$ cat src/hdl/vni_pkg.sv
// ---------------------------------------------------------------------------
// vni_pkg
// Shared widths and the status type for the vector norm / integer square root.
// ---------------------------------------------------------------------------
`default_nettype none

package vni_pkg;

  localparam int unsigned VAL_W   = 32;
  localparam int unsigned ROOT_W  = VAL_W / 2;
  localparam int unsigned REM_W   = ROOT_W + 2;
  localparam int unsigned STEPS   = VAL_W / 2;
  localparam int unsigned CNT_W   = $clog2(STEPS);
  localparam int unsigned COMP_W  = 16;

  localparam logic OP_ROOT = 1'b0;
  localparam logic OP_NORM = 1'b1;

  typedef struct packed {
    logic busy;
    logic done;
  } core_status_t;

endpackage

`default_nettype wire

$ cat src/hdl/vni_sqrt_core.sv
// ---------------------------------------------------------------------------
// vni_sqrt_core
// Digit-serial floor square root: two radicand bits enter per cycle from a
// shift register, one root bit leaves per cycle.
// ---------------------------------------------------------------------------
`default_nettype none

module vni_sqrt_core (
  input  wire logic                            clk,
  input  wire logic                            rst_n,
  input  wire logic                            load,
  input  wire logic [vni_pkg::VAL_W-1:0]       value,
  output vni_pkg::core_status_t                status,
  output logic      [vni_pkg::ROOT_W-1:0]      root
);

  logic [vni_pkg::VAL_W-1:0]  val_r,  val_nxt;
  logic [vni_pkg::REM_W-1:0]  rem_r,  rem_nxt;
  logic [vni_pkg::ROOT_W-1:0] root_r, root_nxt;
  logic [vni_pkg::CNT_W-1:0]  cnt_r,  cnt_nxt;
  logic                       busy_r, busy_nxt;
  logic                       done_r, done_nxt;

  logic [vni_pkg::REM_W+1:0]  rem_sh;
  logic [vni_pkg::REM_W+1:0]  trial;
  logic [vni_pkg::REM_W+1:0]  diff;
  logic                       ge;

  always_comb begin
    rem_sh = {rem_r, val_r[vni_pkg::VAL_W-1 -: 2]};
    trial  = {2'b00, root_r, 2'b01};
    diff   = rem_sh - trial;
    ge     = (rem_sh >= trial);
  end

  always_comb begin
    val_nxt  = val_r;
    rem_nxt  = rem_r;
    root_nxt = root_r;
    cnt_nxt  = cnt_r;
    busy_nxt = busy_r;
    done_nxt = 1'b0;
    if (load) begin
      val_nxt  = value;
      rem_nxt  = '0;
      root_nxt = '0;
      cnt_nxt  = '0;
      busy_nxt = 1'b1;
    end else if (busy_r) begin
      val_nxt  = {val_r[vni_pkg::VAL_W-3:0], 2'b00};
      rem_nxt  = ge ? diff[vni_pkg::REM_W-1:0] : rem_sh[vni_pkg::REM_W-1:0];
      root_nxt = {root_r[vni_pkg::ROOT_W-2:0], ge};
      cnt_nxt  = cnt_r + 1'b1;
      if (cnt_r == vni_pkg::CNT_W'(vni_pkg::STEPS - 1)) begin
        busy_nxt = 1'b0;
        done_nxt = 1'b1;
      end
    end
  end

  always_ff @(posedge clk) begin
    if (!rst_n) begin
      busy_r <= 1'b0;
      done_r <= 1'b0;
      cnt_r  <= '0;
    end else begin
      busy_r <= busy_nxt;
      done_r <= done_nxt;
      cnt_r  <= cnt_nxt;
    end
  end

  always_ff @(posedge clk) begin
    val_r  <= val_nxt;
    rem_r  <= rem_nxt;
    root_r <= root_nxt;
  end

  assign status.busy = busy_r;
  assign status.done = done_r;
  assign root        = root_r;

endmodule

`default_nettype wire

$ cat src/hdl/vector_norm_isqrt.sv
// ---------------------------------------------------------------------------
// vector_norm_isqrt
// Floor square root of a radicand (opcode 0, negative gives 0) or floor
// Euclidean norm of (x, y) (opcode 1), one root bit per cycle.
// ---------------------------------------------------------------------------
//  channel | ports                                         | direction
//  input   | in_valid in_stall in_opcode in_radicand       | in (stall out)
//          | in_vec_x in_vec_y                             |
//  result  | out_valid out_stall out_root                  | out (stall in)
//
//  One beat in, one beat out; a new beat is taken only in idle. Opcode 1
//  first squares x, then y, on the shared 16x16 squarer; both opcodes then
//  run sixteen root steps in the serial core, wait for done and post.
//  Reset clears the sequencer and output valid. A stalled result holds the
//  block in its post state; the held beat keeps its value.
// ---------------------------------------------------------------------------
`default_nettype none

module vector_norm_isqrt (
  input  wire logic                                   clk,
  input  wire logic                                   rst_n,
  input  wire logic                                   in_valid,
  output logic                                        in_stall,
  input  wire logic                                   in_opcode,
  input  wire logic signed [vni_pkg::VAL_W-1:0]       in_radicand,
  input  wire logic signed [vni_pkg::COMP_W-1:0]      in_vec_x,
  input  wire logic signed [vni_pkg::COMP_W-1:0]      in_vec_y,
  output logic                                        out_valid,
  input  wire logic                                   out_stall,
  output logic             [vni_pkg::ROOT_W-1:0]      out_root
);

  typedef enum logic [4:0] {
    ST_IDLE = 5'b00001,
    ST_SQX  = 5'b00010,
    ST_SQY  = 5'b00100,
    ST_RUN  = 5'b01000,
    ST_POST = 5'b10000
  } state_t;

  state_t                         state_r, state_nxt;
  logic [vni_pkg::COMP_W-1:0]     mag_x_r, mag_x_nxt;
  logic [vni_pkg::COMP_W-1:0]     mag_y_r, mag_y_nxt;
  logic [vni_pkg::VAL_W-1:0]      sum_r,   sum_nxt;
  logic                           out_valid_r, out_valid_nxt;
  logic [vni_pkg::ROOT_W-1:0]     out_root_r,  out_root_nxt;

  logic [vni_pkg::COMP_W-1:0]     mul_op;
  logic [2*vni_pkg::COMP_W-1:0]   prod;
  logic                           accept;
  logic                           core_load;
  logic [vni_pkg::VAL_W-1:0]      core_value;
  vni_pkg::core_status_t          core_status;
  logic [vni_pkg::ROOT_W-1:0]     core_root;

  function automatic logic [vni_pkg::COMP_W-1:0] magnitude(
    input logic signed [vni_pkg::COMP_W-1:0] v
  );
    logic [vni_pkg::COMP_W-1:0] neg;
    neg = vni_pkg::COMP_W'(-v);
    return v[vni_pkg::COMP_W-1] ? neg : v;
  endfunction

  assign accept = in_valid && !in_stall;
  assign mul_op = (state_r == ST_SQX) ? mag_x_r : mag_y_r;
  assign prod   = mul_op * mul_op;

  always_comb begin
    state_nxt     = state_r;
    mag_x_nxt     = mag_x_r;
    mag_y_nxt     = mag_y_r;
    sum_nxt       = sum_r;
    out_root_nxt  = out_root_r;
    out_valid_nxt = out_valid_r && out_stall;
    core_load     = 1'b0;
    core_value    = sum_r;
    case (state_r)
      ST_IDLE: begin
        if (accept) begin
          if (in_opcode == vni_pkg::OP_NORM) begin
            mag_x_nxt = magnitude(in_vec_x);
            mag_y_nxt = magnitude(in_vec_y);
            state_nxt = ST_SQX;
          end else begin
            core_load  = 1'b1;
            core_value = in_radicand[vni_pkg::VAL_W-1] ? '0 : in_radicand;
            state_nxt  = ST_RUN;
          end
        end
      end
      ST_SQX: begin
        sum_nxt   = prod;
        state_nxt = ST_SQY;
      end
      ST_SQY: begin
        core_load  = 1'b1;
        core_value = sum_r + prod;
        state_nxt  = ST_RUN;
      end
      ST_RUN: begin
        if (core_status.done) begin
          state_nxt = ST_POST;
        end
      end
      ST_POST: begin
        if (!out_valid_r || !out_stall) begin
          out_root_nxt  = core_root;
          out_valid_nxt = 1'b1;
          state_nxt     = ST_IDLE;
        end
      end
      default: begin
        state_nxt = ST_IDLE;
      end
    endcase
  end

  always_ff @(posedge clk) begin
    if (!rst_n) begin
      state_r     <= ST_IDLE;
      out_valid_r <= 1'b0;
    end else begin
      state_r     <= state_nxt;
      out_valid_r <= out_valid_nxt;
    end
  end

  always_ff @(posedge clk) begin
    mag_x_r    <= mag_x_nxt;
    mag_y_r    <= mag_y_nxt;
    sum_r      <= sum_nxt;
    out_root_r <= out_root_nxt;
  end

  vni_sqrt_core u_core (
    .clk    (clk),
    .rst_n  (rst_n),
    .load   (core_load),
    .value  (core_value),
    .status (core_status),
    .root   (core_root)
  );

  assign in_stall  = (state_r != ST_IDLE);
  assign out_valid = out_valid_r;
  assign out_root  = out_root_r;

endmodule

`default_nettype wire

$ cat config.mk
export PLATFORM = sky130hd
export DESIGN_NAME = vector_norm_isqrt
export DESIGN_NICKNAME = d
export VERILOG_FILES = /design/src/hdl/vni_pkg.sv /design/src/hdl/vni_sqrt_core.sv /design/src/hdl/vector_norm_isqrt.sv
export SDC_FILE = /design/constraint.sdc
export NUM_CORES = 1
export LEC_CHECK = 0
export BUFFER_PORTS_ARGS = -buffer_cell sky130_fd_sc_hd__buf_2
export CORE_UTILIZATION = 55
export CTS_BUF_LIST = sky130_fd_sc_hd__clkbuf_8
export DETAILED_ROUTE_END_ITERATION = 16
export MAX_ROUTING_LAYER = met4
export PLACE_DENSITY = 0.83
export SYNTH_ARGS = -nofsm -noshare
export SYNTH_HDL_FRONTEND = slang
export SYNTH_SLANG_ARGS = --single-unit
$ cat constraint.sdc
create_clock -name clk -period 11.3 [get_ports clk]
set_clock_uncertainty 0.2 [all_clocks]
set_input_delay 1.13 -clock clk [delete_from_list [all_inputs] [get_ports clk]]
set_output_delay 1.13 -clock clk [all_outputs]
set_load 0.03 [all_outputs]
==> metrics.yaml, run 1 <==
slew_violations: 0
required_ps: 11350
async_reset_ff_share_pct: 0
drtPass1Iterations: 5
synth_top_family_by_area: "adder cells"
synth_compound_area_share_pct: 14.27
grt_pass1_vias: 12770
ys.flop_type: "edfxtp_1"
wl_per_cell_um: 16.83
grt_use_total_pct: 26.04
preCtsSetupSlack_ps: 1039
hold_start: "u_core.root[15]$_SDFFE_PP0P_"
core_um2: 28700
synth-edff-count: 111
holdPathEnd: "out_root[15]$_DFFE_PP_"
gp_congestion: 0.9622
synthCells: 1709
port_buffers: 86
grt_max_degree: 61
reg2reg_slack_ps: 890
htree_levels: 4
post-route-util_pct: 60.24
ctsResizeCount: 0
area_delta_synth_final_pct: 7.675
drt_wl_total_mm: 36.67
cts_tree: "done"
grt_pass1_wl_mm: 61.23
fill_cells: 2448
r2r_cells: 34
ant_nets: 0
synth-xor-area-share_pct: 5.213
hold_depth: 0
diodes: 0
synth-seq-cells: 157
max_stage_delay_ps: 990
hold_viol_final: 0
synth_fp_nets: 2088
die_height_um: 172.9
finalSetupViolations: 0
via_per_inst: 5.765
hpwl_mm: 28.97
multi_input_area_um2: 10540
ys_seq_area_share_pct: 26.49
max-cap-violations: 0
fin_setup_tns_ps: 0
layout_min_cycle_time_ps: 10410
run_status: "finished clean"
crit_type: "reg -> reg"
syn_area_um2: 16060
grt_setup_unrepaired: "no"
root_buffer: "clkbuf_8"
dr.first_iter.drc_count: 913
cp_slowest_cell: "mux2i_1"
arrival_ps: 10460
worst_skew_pair.late_latency_ps: 490
cts.sinks: 157
clk_pin_slew_worst_paths_ps: 120
period_share_pct: 92.10
grt_overflow_total: 0
endpoint_kind: "flop"
drc: 0
placementRows: 62
cts_hold_buf: 0
die_w_um: 172.9
startpoint_type: "flop"
worstPathMaxFanout: 23
fin_nets: 2161
clock_tree.buffer_depth: 2
io_pins: 87
ys_warn_count: 0
r2r_end: "u_core.val_r[31]$_DFFE_PP_"
dieArea_um2: 29880
worstMarginPinSlew_ps: 1226
worst_hold_path_type: "reg -> reg"
crit_top_cell: "fa_1"
vias: 12560
regArea_um2: 4255
worst_slack_ps: 893.0
yosys.area_share.simple_pct: 12.40
worstReg2RegStart: "state_r[2]$_SDFFE_PN0P_"
drive_gt1_share_pct: 9.192
synthMuxAreaShare_pct: 2.080
post-cts-setup-buffers: 0
relSlewSlack_pct: 15.95
initial_core_util_pct: 55.95
synth-adder-area-share_pct: 31.63
ys_types: 85
synth_area_per_cell_um2: 9.396
antenna_found_initial: 0
numCtsBuffers: 17
fmax_mhz: 96.09
## flip-flops by register name (all words and copies together), names as in the netlist, 4 cells and up
register      flops
u_core.root      16
mag_x_r          16
mag_y_r          16
u_core.rem_r     18
state_r           5
u_core.val_r     32
sum_r            31
u_core.cnt_r      4
out_root         16
## cell usage in the layout (no fill, tap or decap), types with 16 or more instances in the layout
| cell | Yosys | routed |
|---|---|---|
| a211oi_1 | 18 | 18 |
| a21o_1 | 32 | 32 |
| a21oi_1 | 82 | 81 |
| buf_2 | 15 | 86 |
| clkbuf_8 | 0 | 18 |
| dfxtp_1 | 46 | 45 |
| edfxtp_1 | 111 | 111 |
| fa_1 | 160 | 160 |
| ha_1 | 150 | 150 |
| inv_1 | 276 | 276 |
| mux2i_1 | 32 | 32 |
| nand2_1 | 171 | 171 |
| nor2_1 | 152 | 152 |
| nor3_1 | 16 | 16 |
| o21a_1 | 18 | 18 |
| o21ai_0 | 68 | 68 |
| or3_1 | 18 | 18 |
| xnor2_1 | 65 | 65 |
| xor2_1 | 28 | 28 |
## cells in the mapped netlist, drive strengths merged, types with 18 or more instances
cell type / count / area share, %
nor2: 154 / 3.7
nand2: 172 / 4.0
edfxtp: 111 / 21
o21a: 18 / 0.84
or3: 18 / 0.70
inv: 281 / 6.6
a21o: 32 / 1.5
xor2: 28 / 1.5
ha: 150 / 12
clkbuf: 30 / 0.70
dfxtp: 46 / 5.7
xnor2: 65 / 3.5
mux2i: 33 / 2.1
a211oi: 19 / 0.92
a21oi: 85 / 2.7
o21ai: 74 / 2.4
fa: 160 / 20
## worst max path at each step
stage	start	slack (ps)	cells after the start	end
after CTS	state_r[2]$_SDFFE_PN0P_	1060	34	u_core.val_r[31]$_DFFE_PP_
after global placement	state_r[2]$_SDFFE_PN0P_	1240	34	u_core.val_r[31]$_DFFE_PP_
after detailed placement	state_r[2]$_SDFFE_PN0P_	1040	34	u_core.val_r[31]$_DFFE_PP_
final	state_r[2]$_SDFFE_PN0P_	890	34	u_core.val_r[31]$_DFFE_PP_
after global routing	state_r[2]$_SDFFE_PN0P_	350	34	u_core.val_r[31]$_DFFE_PP_
after floorplan	state_r[2]$_SDFFE_PN0P_	2290	37	u_core.val_r[29]$_DFFE_PP_
## layer usage
metal  part of all wire, %  track usage, %  vias to the layer above
met5                     0               -                        -
met1                    44           33.64                     6070
met3                   6.9           4.727                       61
met2                    47           42.07                      510
li1                      -               -                     5921
met4                   2.0           7.301                        0
## cell type report
class                   count  area share, %
inverters                 285          6.187
multi-input cells        1220          60.95
clock inverters            14         0.8973
flip-flops and latches    157          24.61
well taps                 384          2.779
repair buffers            101          3.141
clock buffers              18          1.433
## cells by family (layout without fill, tap and decap cells)
group	count (synthesis)	after routing
fa+ha+maj	310	310
compound gates	341	341
flops	157	157
xor+xnor	94	94
buf+inv	332	418
simple gates	442	442
mux	33	33
## per-stage QoR
stage | hold WS, ps | cell area, µm² | instances
floorplan | 229.5 | 16060 | 1709
global placement | 253.5 | 16890 | 2147
detailed placement | 259.6 | 16890 | 2147
CTS | 298.0 | 17290 | 2179
global route | 302.8 | 17290 | 2179
finish | 295.3 | 17290 | 2179
## worst max-delay path, delay by kind of cell (launching register included)
kind	cells	cell delay (ps)
xor+xnor	2	310
buf+inv	4	790
compound gates	11	1840
mux	1	990
fa+ha+maj	8	3760
flops	1	360
simple gates	8	1910
Power of run 1 is left out: the tool's default activity adds up to more than one toggle a clock period on the data nets, which glitch-free logic cannot reach.
==> run 2: changes to the inputs <==
--- a/config.mk
+++ b/config.mk
@@ -5,7 +5,7 @@
 export SDC_FILE = /design/constraint.sdc
 export NUM_CORES = 1
 export LEC_CHECK = 0
-export BUFFER_PORTS_ARGS = -buffer_cell sky130_fd_sc_hd__buf_2
+export BUFFER_PORTS_ARGS = -buffer_cell sky130_fd_sc_hd__clkbuf_2
 export CORE_UTILIZATION = 55
 export CTS_BUF_LIST = sky130_fd_sc_hd__clkbuf_8
 export DETAILED_ROUTE_END_ITERATION = 16
==> run 2 against run 1 <==
Against the previous run: non-clock buffer count fell by 1; flip-flop and latch count did not move; critical path depth rose by 1; critical endpoint unchanged; highest routed layer unchanged.
==> metrics.yaml, run 2 (same netlist as run 1, synthesis figures left out) <==
hold_viol_final: 0
gp_congestion: 0.9661
slew_violations: 0
r2r_end: "u_core.val_r[31]$_DFFE_PP_"
initial_core_util_pct: 55.95
post-cts-setup-buffers: 0
whs_ps: 278.0
max_stage_delay_ps: 850
cts.sinks: 157
core_um2: 28700
die_height_um: 172.9
relSlewSlack_pct: 10.31
top_regs: "u_core.val_r: 32 flops, sum_r: 31 flops, u_core.rem_r: 18 flops"
worst_hold_path_type: "reg -> reg"
ctsResizeCount: 0
htree_levels: 4
drtPass1Iterations: 8
post-route-cell-area_um2: 17280
root_buffer: "clkbuf_8"
clk_pin_slew_worst_paths_ps: 110
dr.first_iter.drc_count: 1063
cts_tree: "done"
ant_nets: 0
worstReg2RegStart: "state_r[3]$_SDFFE_PN0P_"
grt_setup_unrepaired: "no"
grt_max_degree: 35
r2r_cells: 35
worst_skew_pair.late_latency_ps: 490
worstPathMaxFanout: 23
largest_register_ffs: 32
max-cap-violations: 0
grt_use_total_pct: 25.66
layout_min_cycle_time_ps: 10040
regMostFlops: "u_core.val_r"
vias: 12460
fin_setup_tns_ps: 0
fin_nets: 2160
port_buffers: 86
fmax_mhz: 99.65
reg2reg_slack_ps: 1260
clock_tree.buffer_depth: 2
dieArea_um2: 29880
worstMarginPinSlew_ps: 1308
grt_pass1_wl_mm: 60.20
cts_hold_buf: 0
io_pins: 87
area_delta_synth_final_pct: 7.589
antenna_found_initial: 0
cp_slowest_cell: "mux2i_1"
grt_pass1_vias: 12590
run_status: "finished clean"
numCtsBuffers: 17
placementRows: 62
diodes: 0
final_cell_mix: "inv_1 (276), nand2_1 (171), fa_1 (160)"
hold_start: "u_core.root[15]$_SDFFE_PP0P_"
via_per_inst: 5.721
hpwl_mm: 28.87
final_common_cell: "inv_1"
finalSetupViolations: 0
drc: 0
endpoint_kind: "flop"
startpoint_type: "flop"
placed_cells: 2146
crit_type: "reg -> reg"
crit_top_cell: "fa_1"
drt_wl_total_mm: 36.21
final_cell_count_no_fill: 2178
die_w_um: 172.9
place_area_um2: 16880
required_ps: 11340
arrival_ps: 10080
grt_overflow_total: 0
period_share_pct: 88.81
holdPathEnd: "out_root[15]$_DFFE_PP_"
hold_depth: 0
wl_per_cell_um: 16.63
drive_gt1_share_pct: 9.142
run 2: cell type report:
| class | instances | area, µm² |
|---|---|---|
| Clock buffer | 17 | 234.0 |
| Clock inverter | 15 | 162.7 |
| Fill cell | 2394 | 11430 |
| Inverter | 285 | 1070 |
| Multi-Input combinational cell | 1220 | 10540 |
| Sequential cell | 157 | 4255 |
| Tap cell | 384 | 480.5 |
| Timing Repair Buffer | 100 | 535.5 |
run 2: routing by layer:
metal	GRT usage (%)	up-vias	share of wire (%)
met3	3.540	71	6.4
met2	41.21	488	46
met1	33.55	5984	45
met5	-	-	0
met4	8.628	0	2.5
li1	-	5918	-
run 2: per-stage QoR:
| stage | utilization (%) | worst slack, ps |
|---|---|---|
| final | 60.19 | 1265 |
| after global routing | 60.19 | 555.8 |
| after CTS | 60.19 | 1344 |
| after detailed placement | 58.81 | 1335 |
| after global placement | 58.81 | 1598 |
| after floorplan | - | 2293 |
run 2: how the worst max path moves through the flow:
stage | cells past startpoint | slack [ps] | start | end
3_3_place_gp | 35 | 1600 | state_r[2]$_SDFFE_PN0P_ | u_core.val_r[31]$_DFFE_PP_
3_5_place_dp | 39 | 1340 | state_r[3]$_SDFFE_PN0P_ | u_core.val_r[31]$_DFFE_PP_
2_1_floorplan | 37 | 2290 | state_r[2]$_SDFFE_PN0P_ | u_core.val_r[29]$_DFFE_PP_
6_report | 35 | 1260 | state_r[3]$_SDFFE_PN0P_ | u_core.val_r[31]$_DFFE_PP_
4_1_cts | 39 | 1340 | state_r[3]$_SDFFE_PN0P_ | u_core.val_r[31]$_DFFE_PP_
5_1_grt | 39 | 560 | state_r[3]$_SDFFE_PN0P_ | u_core.val_r[31]$_DFFE_PP_
run 2: critical path: cells and delay by family (launching register included):
family,cells,cell delay (ps)
adder cells (fa/ha/maj),8,3820
multiplexers,1,850
XOR/XNOR,2,320
buffers and inverters,5,1100
AND/OR/NAND/NOR,8,1290
AO/OA/AOI/OAI,11,1780
flip-flops,1,420
Power of run 2 is left out for the same reason.
